<file path="src/rtl/dkel_pkg.sv">
// Package for the debounced key event latch.
// Holds shared widths, register indexes, status and edge codes, reset values.
// No dependencies.
package dkel_pkg;

    localparam int NUM_CHANNELS_DEF = 4;
    localparam int TIME_BITS_DEF    = 32;

    // channels that have a window register and a base code byte
    localparam int CFG_CHANS   = 4;
    localparam int TICKS_W     = 32;
    localparam int CHAN_W      = 2;
    localparam int WINDOW_W    = 16;
    localparam int EDGE_EN_W   = 8;
    localparam int BASE_W      = 32;
    localparam int KEY_W       = 8;
    localparam int CFG_IDX_W   = 3;
    localparam int CFG_DATA_W  = 32;

    typedef logic [1:0] status_t;
    typedef logic [1:0] pend_t;

    localparam status_t STATUS_OK      = 2'd0;
    localparam status_t STATUS_IGNORED = 2'd1;
    localparam status_t STATUS_EMPTY   = 2'd2;

    localparam pend_t CODE_NONE = 2'd0;
    localparam pend_t CODE_FALL = 2'd1;
    localparam pend_t CODE_RISE = 2'd2;

    localparam logic REQ_EDGE = 1'b0;
    localparam logic REQ_READ = 1'b1;

    localparam logic [CFG_IDX_W-1:0] REG_WINDOW0  = 3'd0;
    localparam logic [CFG_IDX_W-1:0] REG_WINDOW3  = 3'd3;
    localparam logic [CFG_IDX_W-1:0] REG_EDGE_EN  = 3'd4;
    localparam logic [CFG_IDX_W-1:0] REG_BASE     = 3'd5;

    localparam logic [WINDOW_W-1:0]  WINDOW_RST [CFG_CHANS] =
        '{16'd1200, 16'd1, 16'd1, 16'd1200};
    localparam logic [EDGE_EN_W-1:0] EDGE_EN_RST = 8'h7D;
    localparam logic [BASE_W-1:0]    BASE_RST    = 32'h0E08_0400;

endpackage

</file>
<file path="src/rtl/dkel_if.sv">
// Channel interfaces for the debounced key event latch.
// Depends on dkel_pkg for field widths.
interface dkel_req_if;
    logic                          valid;
    logic                          ready;
    logic                          req_type;
    logic [dkel_pkg::CHAN_W-1:0]   channel;
    logic                          pin_level;
    logic [dkel_pkg::TICKS_W-1:0]  now_ticks;

    modport source (output valid, req_type, channel, pin_level, now_ticks, input ready);
    modport sink   (input valid, req_type, channel, pin_level, now_ticks, output ready);
endinterface

interface dkel_rsp_if;
    logic                          valid;
    logic                          ready;
    logic [dkel_pkg::KEY_W-1:0]    key_code;
    dkel_pkg::status_t             status;
    logic                          any_pending;

    modport source (output valid, key_code, status, any_pending, input ready);
    modport sink   (input valid, key_code, status, any_pending, output ready);
endinterface

interface dkel_cfg_if;
    logic                             valid;
    logic                             ready;
    logic [dkel_pkg::CFG_IDX_W-1:0]   index;
    logic [dkel_pkg::CFG_DATA_W-1:0]  data;

    modport source (output valid, index, data, input ready);
    modport sink   (input valid, index, data, output ready);
endinterface

</file>
<file path="src/rtl/debounced_key_event_latch_top.sv">
// Debounced key event latch: per-channel debounce, edge latching, key readout.
// Depends on dkel_pkg and the channel interfaces in dkel_if.sv.
//
//  channel | dir | carries
//  --------+-----+-------------------------------------------------
//  req     | in  | req_type, channel, pin_level, now_ticks
//  rsp     | out | key_code, status, any_pending
//  cfg     | in  | index, data (register writes, always ready)
//
// One item per cycle sustained while rsp is ready; a req transfer goes through
// the input register, then the result register, before its result is offered.
// The per-channel state is read and written in the same cycle as the result
// register loads, so consecutive items see each other's updates.
// A stalled rsp holds the result; req stays ready while the input stage can move.
// rst_n clears valid flags and channel state, loads the register reset values.
module debounced_key_event_latch_top #(
    parameter int NUM_CHANNELS = dkel_pkg::NUM_CHANNELS_DEF,
    parameter int TIME_BITS    = dkel_pkg::TIME_BITS_DEF
) (
    input  logic         clk,
    input  logic         rst_n,
    dkel_req_if.sink     req,
    dkel_rsp_if.source   rsp,
    dkel_cfg_if.sink     cfg
);

    // configuration registers
    logic [dkel_pkg::WINDOW_W-1:0]  window_reg [dkel_pkg::CFG_CHANS];
    logic [dkel_pkg::EDGE_EN_W-1:0] edge_en_reg;
    logic [dkel_pkg::BASE_W-1:0]    base_reg;

    // per-channel state
    logic [TIME_BITS-1:0]    last_reg  [NUM_CHANNELS];
    logic [TIME_BITS-1:0]    last_next [NUM_CHANNELS];
    dkel_pkg::pend_t         pend_reg  [NUM_CHANNELS];
    dkel_pkg::pend_t         pend_next [NUM_CHANNELS];

    // input stage
    logic                          s1_valid_reg;
    logic                          s1_req_type_reg;
    logic [dkel_pkg::CHAN_W-1:0]   s1_channel_reg;
    logic                          s1_level_reg;
    logic [TIME_BITS-1:0]          s1_now_reg;

    // result stage
    logic                          out_valid_reg;
    logic [dkel_pkg::KEY_W-1:0]    key_code_reg;
    dkel_pkg::status_t             status_reg;
    logic                          any_pend_reg;

    logic                          s1_advance;
    logic                          ch_ok;
    logic [TIME_BITS-1:0]          last_sel;
    logic [TIME_BITS-1:0]          limit;
    logic [TIME_BITS-1:0]          diff;
    logic [1:0]                    en_sel;
    logic                          taken;
    logic [dkel_pkg::KEY_W-1:0]    key_next;
    dkel_pkg::status_t             status_next;
    logic                          any_pend_next;

    assign s1_advance = s1_valid_reg && (!out_valid_reg || rsp.ready);
    assign req.ready  = !s1_valid_reg || s1_advance;
    assign cfg.ready  = 1'b1;

    assign rsp.valid       = out_valid_reg;
    assign rsp.key_code    = key_code_reg;
    assign rsp.status      = status_reg;
    assign rsp.any_pending = any_pend_reg;

    always_ff @(posedge clk or negedge rst_n)
    begin
        if (!rst_n)
        begin
            for (int i = 0; i < dkel_pkg::CFG_CHANS; i++)
            begin
                window_reg[i] <= dkel_pkg::WINDOW_RST[i];
            end
            edge_en_reg <= dkel_pkg::EDGE_EN_RST;
            base_reg    <= dkel_pkg::BASE_RST;
        end
        else if (cfg.valid)
        begin
            case (cfg.index) inside
                [dkel_pkg::REG_WINDOW0:dkel_pkg::REG_WINDOW3]:
                    window_reg[cfg.index[1:0]] <= cfg.data[dkel_pkg::WINDOW_W-1:0];
                dkel_pkg::REG_EDGE_EN:
                    edge_en_reg <= cfg.data[dkel_pkg::EDGE_EN_W-1:0];
                dkel_pkg::REG_BASE:
                    base_reg <= cfg.data[dkel_pkg::BASE_W-1:0];
                default:
                begin
                end
            endcase
        end
    end

    // edge path: select the channel, wrap-safe compare against last + window
    always_comb
    begin
        ch_ok    = int'(s1_channel_reg) < NUM_CHANNELS;
        last_sel = '0;
        for (int c = 0; c < NUM_CHANNELS; c++)
        begin
            if (int'(s1_channel_reg) == c)
            begin
                last_sel = last_reg[c];
            end
        end
        limit  = last_sel + TIME_BITS'(window_reg[s1_channel_reg]);
        diff   = limit - s1_now_reg;
        en_sel = 2'(edge_en_reg >> {s1_channel_reg, 1'b0});
    end

    always_comb
    begin
        key_next    = '0;
        status_next = dkel_pkg::STATUS_IGNORED;
        taken       = 1'b0;
        for (int c = 0; c < NUM_CHANNELS; c++)
        begin
            last_next[c] = last_reg[c];
            pend_next[c] = pend_reg[c];
        end

        if (s1_req_type_reg == dkel_pkg::REQ_EDGE)
        begin
            for (int c = 0; c < NUM_CHANNELS; c++)
            begin
                if (ch_ok && int'(s1_channel_reg) == c && diff[TIME_BITS-1])
                begin
                    last_next[c] = s1_now_reg;
                    if (en_sel[0] && s1_level_reg)
                    begin
                        pend_next[c] = dkel_pkg::CODE_RISE;
                    end
                    else if (en_sel[1] && !s1_level_reg)
                    begin
                        pend_next[c] = dkel_pkg::CODE_FALL;
                    end
                end
            end
            if (ch_ok && diff[TIME_BITS-1])
            begin
                status_next = dkel_pkg::STATUS_OK;
            end
        end
        else
        begin
            status_next = dkel_pkg::STATUS_EMPTY;
            // lowest-numbered pending channel wins
            for (int c = 0; c < NUM_CHANNELS; c++)
            begin
                if (!taken && pend_reg[c] != dkel_pkg::CODE_NONE)
                begin
                    taken        = 1'b1;
                    // channels past the base register read a base of 0
                    key_next     = 8'(base_reg >> (8 * c)) + 8'(pend_reg[c]);
                    pend_next[c] = dkel_pkg::CODE_NONE;
                    status_next  = dkel_pkg::STATUS_OK;
                end
            end
        end

        any_pend_next = 1'b0;
        for (int c = 0; c < NUM_CHANNELS; c++)
        begin
            any_pend_next = any_pend_next || (pend_next[c] != dkel_pkg::CODE_NONE);
        end
    end

    always_ff @(posedge clk or negedge rst_n)
    begin
        if (!rst_n)
        begin
            s1_valid_reg  <= 1'b0;
            out_valid_reg <= 1'b0;
            for (int c = 0; c < NUM_CHANNELS; c++)
            begin
                last_reg[c] <= '0;
                pend_reg[c] <= dkel_pkg::CODE_NONE;
            end
        end
        else
        begin
            if (req.valid && req.ready)
            begin
                s1_valid_reg <= 1'b1;
            end
            else if (s1_advance)
            begin
                s1_valid_reg <= 1'b0;
            end

            if (s1_advance)
            begin
                out_valid_reg <= 1'b1;
                for (int c = 0; c < NUM_CHANNELS; c++)
                begin
                    last_reg[c] <= last_next[c];
                    pend_reg[c] <= pend_next[c];
                end
            end
            else if (rsp.ready)
            begin
                out_valid_reg <= 1'b0;
            end
        end
    end

    // payload registers
    always_ff @(posedge clk)
    begin
        if (req.valid && req.ready)
        begin
            s1_req_type_reg <= req.req_type;
            s1_channel_reg  <= req.channel;
            s1_level_reg    <= req.pin_level;
            s1_now_reg      <= TIME_BITS'(req.now_ticks);
        end
        if (s1_advance)
        begin
            key_code_reg <= key_next;
            status_reg   <= status_next;
            any_pend_reg <= any_pend_next;
        end
    end

endmodule

</file>
<file path="src/flat_wrapper.sv">
// flat-port wrapper written by rule: the top's interface ports become plain ports
module debounced_key_event_latch_top_flat 
#(
    parameter int NUM_CHANNELS = dkel_pkg::NUM_CHANNELS_DEF,
    parameter int TIME_BITS    = dkel_pkg::TIME_BITS_DEF
)
  (clk, rst_n, req_valid, req_req_type, req_channel, req_pin_level, req_now_ticks, req_ready, rsp_valid, rsp_key_code, rsp_status, rsp_any_pending, rsp_ready, cfg_valid, cfg_index, cfg_data, cfg_ready);
  dkel_req_if req_i ();
  dkel_rsp_if rsp_i ();
  dkel_cfg_if cfg_i ();
  input  logic clk;
  input  logic rst_n;
  input wire logic [$bits(req_i.valid)-1:0] req_valid;
  input wire logic [$bits(req_i.req_type)-1:0] req_req_type;
  input wire logic [$bits(req_i.channel)-1:0] req_channel;
  input wire logic [$bits(req_i.pin_level)-1:0] req_pin_level;
  input wire logic [$bits(req_i.now_ticks)-1:0] req_now_ticks;
  output wire logic [$bits(req_i.ready)-1:0] req_ready;
  output wire logic [$bits(rsp_i.valid)-1:0] rsp_valid;
  output wire logic [$bits(rsp_i.key_code)-1:0] rsp_key_code;
  output wire logic [$bits(rsp_i.status)-1:0] rsp_status;
  output wire logic [$bits(rsp_i.any_pending)-1:0] rsp_any_pending;
  input wire logic [$bits(rsp_i.ready)-1:0] rsp_ready;
  input wire logic [$bits(cfg_i.valid)-1:0] cfg_valid;
  input wire logic [$bits(cfg_i.index)-1:0] cfg_index;
  input wire logic [$bits(cfg_i.data)-1:0] cfg_data;
  output wire logic [$bits(cfg_i.ready)-1:0] cfg_ready;
  assign req_i.valid = req_valid;
  assign req_i.req_type = req_req_type;
  assign req_i.channel = req_channel;
  assign req_i.pin_level = req_pin_level;
  assign req_i.now_ticks = req_now_ticks;
  assign req_ready = req_i.ready;
  assign rsp_valid = rsp_i.valid;
  assign rsp_key_code = rsp_i.key_code;
  assign rsp_status = rsp_i.status;
  assign rsp_any_pending = rsp_i.any_pending;
  assign rsp_i.ready = rsp_ready;
  assign cfg_i.valid = cfg_valid;
  assign cfg_i.index = cfg_index;
  assign cfg_i.data = cfg_data;
  assign cfg_ready = cfg_i.ready;
  debounced_key_event_latch_top #(.NUM_CHANNELS(NUM_CHANNELS), .TIME_BITS(TIME_BITS)) u_core (.clk(clk), .rst_n(rst_n), .req(req_i), .rsp(rsp_i), .cfg(cfg_i));
endmodule
</file>
<file path="config.mk">
export PLATFORM = sky130hd
export DESIGN_NAME = debounced_key_event_latch_top_flat
export DESIGN_NICKNAME = d
export VERILOG_FILES = /design/src/rtl/dkel_pkg.sv /design/src/rtl/dkel_if.sv /design/src/rtl/debounced_key_event_latch_top.sv /design/src/flat_wrapper.sv
export SDC_FILE = /design/constraint.sdc
export NUM_CORES = 1
export LEC_CHECK = 0
export BUFFER_PORTS_ARGS = -buffer_cell sky130_fd_sc_hd__buf_2
export CAP_MARGIN = 15
export CORE_UTILIZATION = 50
export DETAILED_ROUTE_END_ITERATION = 6
export GPL_ROUTABILITY_DRIVEN = 0
export PLACE_DENSITY = 0.69
export SLEW_MARGIN = 25
export SYNTH_ARGS = -nofsm -noshare
export SYNTH_HDL_FRONTEND = slang
export SYNTH_SLANG_ARGS = --single-unit
</file>
<file path="constraint.sdc">
create_clock -name clk -period 8 [get_ports clk]
set_input_delay 0.8 -clock clk [delete_from_list [all_inputs] [get_ports clk]]
set_output_delay 0.8 -clock clk [all_outputs]
set_load 0.1 [all_outputs]
</file>
==> results.sh, run 1 <==
export IMPL_synth_edff_count=47
export IMPL_dieWidth_um=171.3
export IMPL_wirelength_mm=28.67
export IMPL_antenna_found_initial=0
export IMPL_ys_types=62
export IMPL_synthFlopType="dfrtp_1"
export IMPL_maxSlewViolCount=0
export IMPL_synth_xor_area_share_pct=1.896
export IMPL_final_cells=1486
export IMPL_synth_fp_nets=1145
export IMPL_hold_buffers=0
export IMPL_antenna_cells=0
export IMPL_drive_gt1_share_pct=38.27
export IMPL_synth_top_area_share_pct=38.61
export IMPL_fill_cells=2246
export IMPL_arrival_ps=6060
export IMPL_finalHoldViolCount=0
export IMPL_post_cts_resized=0
export IMPL_first_pass_iters=4
export IMPL_cts_buffers=30
export IMPL_synth_top_family_by_area="multiplexers"
export IMPL_synth_fa_ha_area_share_pct=7.442
export IMPL_io_pins=90
export IMPL_numPortBuffers=88
export IMPL_h_tree_depth=1
export IMPL_grt_setup_unrepaired="no"
export IMPL_yosysSeqAreaShare_pct=52.31
export IMPL_synth_compound_area_share_pct=3.931
export IMPL_max_slew_margin_pct=29.39
export IMPL_clock_skew_ps=11.83
export IMPL_post_route_period_util_pct=70.33
export IMPL_synth_top_cell_by_area="dfrtp_1"
export IMPL_clk_path_buf_depth=3
export IMPL_endpoint_kind="flop"
export IMPL_start_util_pct=51.14
export IMPL_layout_nets=1233
export IMPL_min_path_type="in -> async"
export IMPL_regArea_um2=7493
export IMPL_synthMuxAreaShare_pct=25.55
export IMPL_drv_cap=0
export IMPL_cts_tree="done"
export IMPL_cpMaxStageDelayCell="and4_2"
export IMPL_track_usage_pct=20.75
export IMPL_synth_area_top_cells="dfrtp_1 (39%), mux2_2 (11%), edfxtp_1 (9.9%)"
export IMPL_grt_overflow_total=0
export IMPL_cts_setup_buffers=0
export IMPL_clk_latency_ps=550
export IMPL_grt_max_degree=95
export IMPL_yosysWarnings=0
export IMPL_required_ps=8430
export IMPL_area_growth_syn_to_layout_pct=12.86
export IMPL_crit_chain="buf_4 -> mux4_2 -> ha_1 -> ha_1 -> nand4_1 -> nor4_1 -> nor3b_1 -> a22o_1 -> nor2_4 -> xor2_4 -> and4_2 -> buf_4 -> mux2_4"
export IMPL_fp_dieH_um=171.3
export IMPL_power_leakage_nw=7.206
export IMPL_final_antenna_net_count=0
export IMPL_grt_pass1_wl_mm=46.82
export IMPL_clock_fmax_mhz=177.7
export IMPL_worst_slew_pin_slew_ps=1059
export IMPL_synth_common_cells="dfrtp_1 (221), mux2_2 (141), inv_1 (69)"
export IMPL_dp_cells=1428
export IMPL_status="finished clean"
export IMPL_worst_ir_drop_vdd_v=0.0002281
export IMPL_cts_root_buf="clkbuf_16"
export IMPL_rows=61
export IMPL_place_hpwl_mm=19.27
export IMPL_synth_simple_area_share_pct=4.883
export IMPL_via_per_inst=5.505
export IMPL_path_class="reg -> reg"
export IMPL_clkTransAtPathRegs_ps=60
export IMPL_wl_per_cell_um=19.29
export IMPL_crit_path_max_incr_delay_ps=980
export IMPL_start_kind="flop"
export IMPL_drtIter0Drc=455
export IMPL_cts_sinks=289
export IMPL_die_area_um2=29330
export IMPL_largest_register_ffs=128
export IMPL_drcViolationCount=0
export IMPL_cp_max_fo=33
export IMPL_tns_ps=0
export IMPL_fin_crit_ps=5626
export IMPL_syn_mean_instance_area_um2=14.38
export IMPL_vias=8180
export IMPL_setup_viol=0
export IMPL_synth_ff_latch_count=289
export IMPL_async_reset_ff_share_pct=83.74
export IMPL_netlist_area_um2=14320
export IMPL_multi_input_area_um2=6291
export IMPL_core_area_um2=28010
export IMPL_postSynthCellCount=996
export IMPL_yosysMostFrequentCell="dfrtp_1"
export IMPL_p_per_area_nw_per_um2=333.8
export IMPL_first_global_vias=8624
per-layer routing:
layer  share of wire [%]  GRT usage (%)
met3                 3.8          2.945
met2                  48          34.38
met4                 1.4          3.960
met1                  47          29.42
met5                   0              0
cell type report:
cell class                 count  area share, %
clock buffer                  42          5.426
inverter                      69          1.602
tap                          378          2.926
clock inverter                14          1.045
multi-input combinational    592          38.92
timing repair buffer         102          3.731
sequential                   289          46.35
worst max-delay path, delay by kind of cell (launching register included):
kind | cells | cell delay (ps)
AOI/OAI and AO/OA | 1 | 290
xor gates and xnor gates | 1 | 300
adders and majority gates | 2 | 620
buffers and inverters | 2 | 900
DFF | 1 | 350
muxes | 2 | 890
and+or+nand+nor | 5 | 2110
path summary, 6_finish.rpt:
kind | startpoint | endpoint | slack, ps | cells after the start
min in group clk | req_now_ticks[14] | u_core.s1_now_reg[14]$_DFFE_PP_ | 420 | 1
max in group asynchronous | rst_n | u_core.last_reg[87]$_DFFE_PN0P_ | 6590 | 2
min | rst_n | u_core.window_reg[25]$_DFFE_PN0P_ | 250 | 1
min reg2reg | u_core.last_reg[85]$_DFFE_PN0P_ | u_core.last_reg[85]$_DFFE_PN0P_ | 480 | 2
max | u_core.s1_channel_reg[0]$_DFFE_PP_ | u_core.last_reg[112]$_DFFE_PN0P_ | 2370 | 13
max reg2reg | u_core.s1_channel_reg[0]$_DFFE_PP_ | u_core.last_reg[112]$_DFFE_PN0P_ | 2370 | 13
through the flow:
stage / total power, mW / worst slack (ps) / instance area, um2 / util [%] / hold slack [ps]
after detailed placement: 3.959 / 2219 / 15070 / 53.80 / 469.6
after global routing: 5.753 / 2032 / 16170 / 57.71 / 293.8
after global placement: 3.894 / 2282 / 15060 / 53.78 / 458.7
after floorplan: 3.545 / 3078 / 14320 / - / 445.2
after CTS: 5.443 / 2221 / 16120 / 57.53 / 280.5
final: 5.396 / 2374 / 16170 / 57.71 / 251.0
power by group:
group	internal, mW	switching, mW	total (mW)
clock	0.888	0.566	1.45
sequential	1.98	0.282	2.26
combinational	0.879	0.801	1.68
total	3.75	1.65	5.40
cells in the final DEF, fill, tap and decap left out, drive strengths merged, types with 14 or more instances in the layout:
| cell type | count |
|---|---|
| dfstp | 21 |
| o21ai | 34 |
| ha | 54 |
| nor2 | 32 |
| nand2 | 48 |
| clkbuf | 42 |
| edfxtp | 47 |
| mux4 | 50 |
| a21oi | 14 |
| xnor2 | 15 |
| dfrtp | 221 |
| buf | 102 |
| mux2 | 209 |
| fa | 19 |
| inv | 69 |
cell families after synthesis:
logic type      count (synthesis)
compound gates                 89
xor+xnor                       28
fa+ha+maj                      74
buf+inv                       115
flops                         289
mux                           259
other cells                     1
simple gates                  141
Note: power is estimated with default switching activity, not from simulation.
==> inputs of run 2 (changes only) <==
--- a/config.mk
+++ b/config.mk
@@ -10,7 +10,7 @@
 export CORE_UTILIZATION = 50
 export DETAILED_ROUTE_END_ITERATION = 6
 export GPL_ROUTABILITY_DRIVEN = 0
-export PLACE_DENSITY = 0.69
+export PLACE_DENSITY = 0.71
 export SLEW_MARGIN = 25
 export SYNTH_ARGS = -nofsm -noshare
 export SYNTH_HDL_FRONTEND = slang
==> constraint.sdc (replaced) <==
create_clock -name clk -period 4.85 [get_ports clk]
set_input_delay 0.485 -clock clk [delete_from_list [all_inputs] [get_ports clk]]
set_output_delay 0.485 -clock clk [all_outputs]
set_load 0.1 [all_outputs]
==> run 2 against run 1 <==
Sequential share of layout area down 0.21 points. Power up 65%. Worst setup slack lost 2100 ps. Via count rose by 1.8%. Largest cell class unchanged.
==> results.sh, run 2 (synthesis results as in run 1) <==
export IMPL_status="finished clean"
export IMPL_rows=61
export IMPL_final_antenna_net_count=0
export IMPL_combPwrFrac_pct=31.9
export IMPL_fin_ws_ps=238.6
export IMPL_core_area_um2=28010
export IMPL_max_slew_margin_pct=35.00
export IMPL_wl_per_cell_um=19.65
export IMPL_place_hpwl_mm=20.20
export IMPL_cts_buffers=31
export IMPL_drcViolationCount=0
export IMPL_start_util_pct=51.14
export IMPL_numPortBuffers=88
export IMPL_drv_cap=0
export IMPL_drtIter0Drc=462
export IMPL_grt_overflow_total=0
export IMPL_hold_start="req_now_ticks[28]"
export IMPL_vias=8324
export IMPL_r2r_setup_slack_ps=240
export IMPL_p_clk_share_pct=26.0
export IMPL_io_pins=90
export IMPL_cts_tree="done"
export IMPL_grt_max_degree=102
export IMPL_clock_skew_ps=9.973
export IMPL_cts_root_buf="clkbuf_16"
export IMPL_clk_latency_ps=550
export IMPL_maxSlewViolCount=0
export IMPL_wirelength_mm=29.40
export IMPL_start_kind="flop"
export IMPL_dieWidth_um=171.3
export IMPL_final_cell_mix="dfrtp_1 (221), mux2_2 (141), buf_2 (87)"
export IMPL_rr_startpoint="u_core.s1_channel_reg[0]$_DFFE_PP_"
export IMPL_r2r_end="u_core.last_reg[34]$_DFFE_PN0P_"
export IMPL_worst_ir_drop_vdd_v=0.0003528
export IMPL_first_pass_iters=5
export IMPL_clock_fmax_mhz=216.9
export IMPL_switching_share_pct=30.98
export IMPL_grt_setup_unrepaired="no"
export IMPL_pre_cts_ws_ps=88.21
export IMPL_clkTransAtPathRegs_ps=60
export IMPL_min_delay_path_depth=1
export IMPL_first_global_vias=8757
export IMPL_die_area_um2=29330
export IMPL_power_leakage_nw=7.235
export IMPL_largest_register_ffs=128
export IMPL_seq_power_share_pct=42.1
export IMPL_holdPathEnd="u_core.s1_now_reg[28]$_DFFE_PP_"
export IMPL_setup_viol=0
export IMPL_fin_crit_ps=4611
export IMPL_min_path_type="in -> reg"
export IMPL_layout_nets=1243
export IMPL_required_ps=5280
export IMPL_grt_pass1_wl_mm=47.88
export IMPL_arrival_ps=5040
export IMPL_cts_setup_buffers=0
export IMPL_drive_gt1_share_pct=38.37
export IMPL_clk_path_buf_depth=3
export IMPL_antenna_found_initial=0
export IMPL_tns_ps=0
export IMPL_track_usage_pct=21.14
export IMPL_fp_dieH_um=171.3
export IMPL_switchingPower_mw=2.754
export IMPL_endpoint_kind="flop"
export IMPL_worst_slew_pin_slew_ps=972.3
export IMPL_antenna_cells=0
export IMPL_via_per_inst=5.564
export IMPL_layout_commonest_cell="dfrtp_1"
export IMPL_p_per_area_nw_per_um2=547.4
export IMPL_finalHoldViolCount=0
export IMPL_r2r_cells=13
export IMPL_cp_max_fo=18
export IMPL_area_growth_syn_to_layout_pct=13.38
export IMPL_h_tree_depth=1
export IMPL_path_class="reg -> reg"
export IMPL_power_internal_mw=6.136
export IMPL_cts_sinks=289
export IMPL_post_route_period_util_pct=95.08
==> run 2: cell types whose count changed in the layout (fill, tap and decap cells not counted), moves of 2 or more <==
cell       change
buf_12         +6
buf_4          +6
clkbuf_1       +7
buf_6          -2
bufinv_16      -2
clkinv_2       -4
==> run 2: cell type report <==
cell class | instances | area [um2]
inverter | 69 | 259.0
tap | 378 | 473.0
fill | 2244 | 11770
clock buffer | 50 | 917.1
clock inverter | 7 | 85.08
sequential | 289 | 7493
multi-input combinational | 592 | 6300
timing repair buffer | 111 | 713.2
==> run 2: worst max path at each step <==
stage / start / end
after CTS: u_core.s1_channel_reg[0]$_DFFE_PP_ / u_core.last_reg[36]$_DFFE_PN0P_
after detailed placement: u_core.s1_channel_reg[0]$_DFFE_PP_ / u_core.last_reg[59]$_DFFE_PN0P_
final: u_core.s1_channel_reg[0]$_DFFE_PP_ / u_core.last_reg[34]$_DFFE_PN0P_
after global routing: u_core.s1_channel_reg[0]$_DFFE_PP_ / u_core.last_reg[34]$_DFFE_PN0P_
after global placement: u_core.s1_channel_reg[0]$_DFFE_PP_ / u_core.last_reg[34]$_DFFE_PN0P_
after floorplan: u_core.s1_channel_reg[0]$_DFFE_PP_ / u_core.last_reg[40]$_DFFE_PN0P_
==> run 2: worst max-delay path: stages, from the launching register on <==
cell and delay, ps:
edfxtp_1 460, buf_12 240, mux4_2 530, ha_1 330
ha_1 310, nand4_1 200, nor4_2 550, nor3b_1 250
a22o_1 330, nor2_4 90, xor2_4 190, and4_2 440
buf_4 230, mux2_2 330
==> run 2: power groups by stage <==
stage	sequential, mW	clock (mW)	combinational (mW)
floorplan	3.74	0	2.11
global placement	3.74	0	2.73
detailed placement	3.77	0	2.84
CTS	3.74	2.37	2.86
global route	3.83	2.47	3.17
finish	3.74	2.31	2.83
==> run 2: timing repair <==
action                                 CTS  global route
hold buffers                             1             0
resized for setup                        0             1
setup endpoints to repair                0            78
endpoints found under the hold margin    2             0
==> run 2: per-stage QoR <==
stage	instances	hold WS (ps)	util [%]	power [mW]	cell area (um2)
global placement	1438	456.7	54.32	6.469	15220
global route	1496	84.43	57.98	9.472	16240
detailed placement	1438	466.6	54.34	6.603	15220
CTS	1496	84.47	57.95	8.964	16230
floorplan	996	189.4	-	5.848	14330
finish	1496	109.8	57.98	8.890	16240
==> run 2: metal layers <==
metal / global-route usage, % / vias to the layer above / share of wire, %
met3: 3.037 / 51 / 4.0
met1: 29.80 / 4304 / 46
li1: - / 3806 / -
met2: 34.46 / 163 / 48
met4: 5.474 / 0 / 2.1
met5: 0 / - / 0
==> inputs of run 3 (changes only) <==
--- a/config.mk
+++ b/config.mk
@@ -5,6 +5,7 @@
 export SDC_FILE = /design/constraint.sdc
 export NUM_CORES = 1
 export LEC_CHECK = 0
+export ABC_AREA = 1
 export BUFFER_PORTS_ARGS = -buffer_cell sky130_fd_sc_hd__buf_2
 export CAP_MARGIN = 15
 export CORE_UTILIZATION = 50
==> run 3 against run 2 <==
Clock power up 5%. Register-to-register slack better by 300 ps. Synthesized cell count up 46%. Synthesized area down 4.0%. Critical path type unchanged. Critical endpoint is now u_core.last_reg[105]$_DFFE_PN0P_.
==> results.sh, run 3 <==
export IMPL_synth_area_top_cells="dfrtp_1 (40%), edfxtp_1 (10%), nand2_1 (10%)"
export IMPL_final_cell_mix="nand2_1 (373), dfrtp_1 (221), o21ai_0 (140)"
export IMPL_clock_fmax_mhz=231.8
export IMPL_grt_overflow_total=0
export IMPL_synth_fa_ha_area_share_pct=7.678
export IMPL_synth_xor_area_share_pct=0.9461
export IMPL_r2r_setup_slack_ps=540
export IMPL_first_global_vias=10540
export IMPL_p_per_area_nw_per_um2=542.6
export IMPL_crit_chain="inv_2 -> nand2_1 -> inv_2 -> buf_4 -> a22oi_1 -> nand2_1 -> fa_1 -> ha_1 -> and3b_1 -> nand2_1 -> nand2_1 -> nand2_1 -> nand2_1 -> nand2_1 -> nand2_1 -> nand2_2 -> nand3_2 -> nand3_2 -> inv_2 -> nand2_4 -> buf_4 -> nand2_1 -> o21ai_1"
export IMPL_synth_ff_latch_count=289
export IMPL_min_path_type="in -> reg"
export IMPL_drcViolationCount=0
export IMPL_drv_cap=0
export IMPL_clk_path_buf_depth=3
export IMPL_placed_cell_area_um2=14600
export IMPL_yosysMostFrequentCell="nand2_1"
export IMPL_postSynthCellCount=1458
export IMPL_synth_top_cell_by_area="dfrtp_1"
export IMPL_required_ps=5320
export IMPL_drtIter0Drc=822
export IMPL_min_delay_path_depth=1
export IMPL_layout_nets=1688
export IMPL_pre_cts_ws_ps=593.2
export IMPL_wl_per_cell_um=16.66
export IMPL_cts_root_buf="clkbuf_16"
export IMPL_rows=60
export IMPL_maxSlewViolCount=0
export IMPL_max_slew_margin_pct=35.81
export IMPL_syn_mean_instance_area_um2=9.433
export IMPL_synthFlopType="dfrtp_1"
export IMPL_top_usage_layer="met2"
export IMPL_global_route_usage_met1_pct=31.41
export IMPL_place_hpwl_mm=21.26
export IMPL_power_leakage_nw=7.448
export IMPL_grt_max_degree=123
export IMPL_synth_top_family_by_area="compound AO/OA/AOI/OAI gates"
export IMPL_cp_max_fo=20
export IMPL_grt_pass1_wl_mm=53.12
export IMPL_clkTransAtPathRegs_ps=60
export IMPL_post_route_period_util_pct=88.96
export IMPL_cpMaxStageDelayCell="edfxtp_1"
export IMPL_synth_fp_nets=1607
export IMPL_r2r_cells=23
export IMPL_vias=10530
export IMPL_crit_top_cell="nand2_1"
export IMPL_path_class="reg -> reg"
export IMPL_endpoint_kind="flop"
export IMPL_h_tree_depth=1
export IMPL_yosysWarnings=0
export IMPL_setup_viol=0
export IMPL_numPortBuffers=88
export IMPL_largest_register_ffs=128
export IMPL_rr_startpoint="u_core.s1_channel_reg[0]$_DFFE_PP_"
export IMPL_synth_common_cells="nand2_1 (376), dfrtp_1 (221), o21ai_0 (140)"
export IMPL_cts_buffers=31
export IMPL_antenna_cells=0
export IMPL_fin_area_um2=15710
export IMPL_finalHoldViolCount=0
export IMPL_async_reset_ff_share_pct=83.74
export IMPL_synthMuxAreaShare_pct=0.4094
export IMPL_fin_ws_ps=535.7
export IMPL_final_antenna_net_count=0
export IMPL_r2r_end="u_core.last_reg[105]$_DFFE_PN0P_"
export IMPL_tns_ps=0
export IMPL_arrival_ps=4780
export IMPL_cts_sinks=289
export IMPL_fp_dieH_um=167.9
export IMPL_clock_skew_ps=11.05
export IMPL_via_per_inst=5.531
export IMPL_cts_setup_buffers=0
export IMPL_status="finished clean"
export IMPL_grt_setup_unrepaired="no"
export IMPL_ys_types=50
export IMPL_antenna_found_initial=0
export IMPL_synth_edff_count=47
export IMPL_holdPathEnd="u_core.s1_now_reg[19]$_DFFE_PP_"
export IMPL_dieWidth_um=167.9
export IMPL_yosysSeqAreaShare_pct=54.49
export IMPL_first_pass_iters=5
export IMPL_worst_ir_drop_vdd_v=0.0002817
export IMPL_crit_path_max_incr_delay_ps=490
export IMPL_hold_start="req_now_ticks[19]"
export IMPL_power_mw=8.525
export IMPL_layout_commonest_cell="nand2_1"
export IMPL_cts_tree="done"
export IMPL_clk_latency_ps=550
export IMPL_synth_top_area_share_pct=40.21
export IMPL_worst_slew_pin_slew_ps=959.5
export IMPL_drive_gt1_share_pct=13.95
export IMPL_synth_compound_area_share_pct=15.87
export IMPL_io_pins=90
export IMPL_start_kind="flop"
export IMPL_met3_usage_pct=3.432
export IMPL_core_area_um2=26950
export IMPL_wirelength_mm=31.72
export IMPL_synth_simple_area_share_pct=14.97
export IMPL_track_usage_pct=23.30
export IMPL_grtUsageMet2_pct=38.68
export IMPL_netlist_area_um2=13750
export IMPL_area_growth_syn_to_layout_pct=14.25
export IMPL_fin_crit_ps=4314
export IMPL_start_util_pct=51.03
export IMPL_die_area_um2=28170
run 3: cell types whose count changed after synthesis, sizes merged, moves of 10 or more:
cell / before / now
o21ai: 34 / 273
a22oi: 1 / 16
mux2: 209 / 5
a21oi: 14 / 43
nor2: 32 / 49
nand3: 13 / 35
a22o: 1 / 17
a221oi: 0 / 11
nand2: 48 / 382
inv: 69 / 118
xnor2: 15 / 2
clkbuf: 26 / 36
buf: 20 / 31
mux4: 50 / 0
run 3: through the flow:
stage / hold slack, ps / utilization, % / cells
3_3_place_gp: 465.9 / 54.14 / 1845
5_1_grt: 89.19 / 58.30 / 1904
2_1_floorplan: 189.4 / - / 1458
4_1_cts: 60.96 / 58.14 / 1902
3_5_place_dp: 472.8 / 54.16 / 1845
6_report: 101.5 / 58.30 / 1904
run 3: per-layer routing:
layer | up-vias | part of all wire, %
met5 | - | 0
met4 | 0 | 3.5
met3 | 73 | 5.0
met2 | 283 | 46
met1 | 5091 | 45
li1 | 5084 | -
run 3: worst max-delay path, delay by kind of cell (launching register included):
family | cells | cell delay, ps
adder cells (fa/ha/maj) | 2 | 770
AND/OR/NAND/NOR | 14 | 1480
buffers and inverters | 5 | 1300
AO/OA/AOI/OAI | 2 | 170
flip-flops | 1 | 490
run 3: cells by family (layout without fill, tap and decap cells):
| kind of cell | count (synthesis) | in the layout |
|---|---|---|
| AO/OA/AOI/OAI | 393 | 393 |
| XOR/XNOR | 14 | 14 |
| adder cells (fa/ha/maj) | 73 | 73 |
| buffers and inverters | 188 | 293 |
| flip-flops | 289 | 289 |
| multiplexers | 5 | 5 |
| other | 1 | 1 |
| AND/OR/NAND/NOR | 495 | 495 |
run 3: timing repair:
| action | CTS | global route |
|---|---|---|
| resized for setup | 0 | 0 |
| hold endpoints to repair | 0 | 41 |
| hold buffers | 0 | 1 |
run 3: cell type report:
class	count	area, um2
fillers	2319	11240
flip-flops and latches	289	7493
multi-input cells	981	5499
clock buffers	51	1016
repair buffers	115	763.2
inverters	121	456.7
well taps	341	426.7
clock inverters	6	57.56
run 3: power by group:
part	internal [mW]	switching, mW	total [mW]
Sequential	3.24	0.443	3.69
Clock	1.47	0.946	2.42
Combinational	0.924	1.49	2.42
Total	5.64	2.88	8.53
run 3: how the worst max path moves through the flow:
| stage | startpoint | endpoint | slack (ps) | depth (start not counted) |
|---|---|---|---|---|
| after floorplan | u_core.s1_channel_reg[0]$_DFFE_PP_ | u_core.rsp.any_pending$_DFFE_PP_ | 1170 | 21 |
| after global placement | u_core.s1_channel_reg[0]$_DFFE_PP_ | u_core.last_reg[107]$_DFFE_PN0P_ | 710 | 22 |
| after detailed placement | u_core.s1_channel_reg[0]$_DFFE_PP_ | u_core.last_reg[106]$_DFFE_PN0P_ | 590 | 22 |
| after CTS | u_core.s1_channel_reg[0]$_DFFE_PP_ | u_core.last_reg[106]$_DFFE_PN0P_ | 510 | 22 |
| after global routing | u_core.s1_channel_reg[0]$_DFFE_PP_ | u_core.last_reg[106]$_DFFE_PN0P_ | 200 | 22 |
| final | u_core.s1_channel_reg[0]$_DFFE_PP_ | u_core.last_reg[105]$_DFFE_PN0P_ | 540 | 23 |
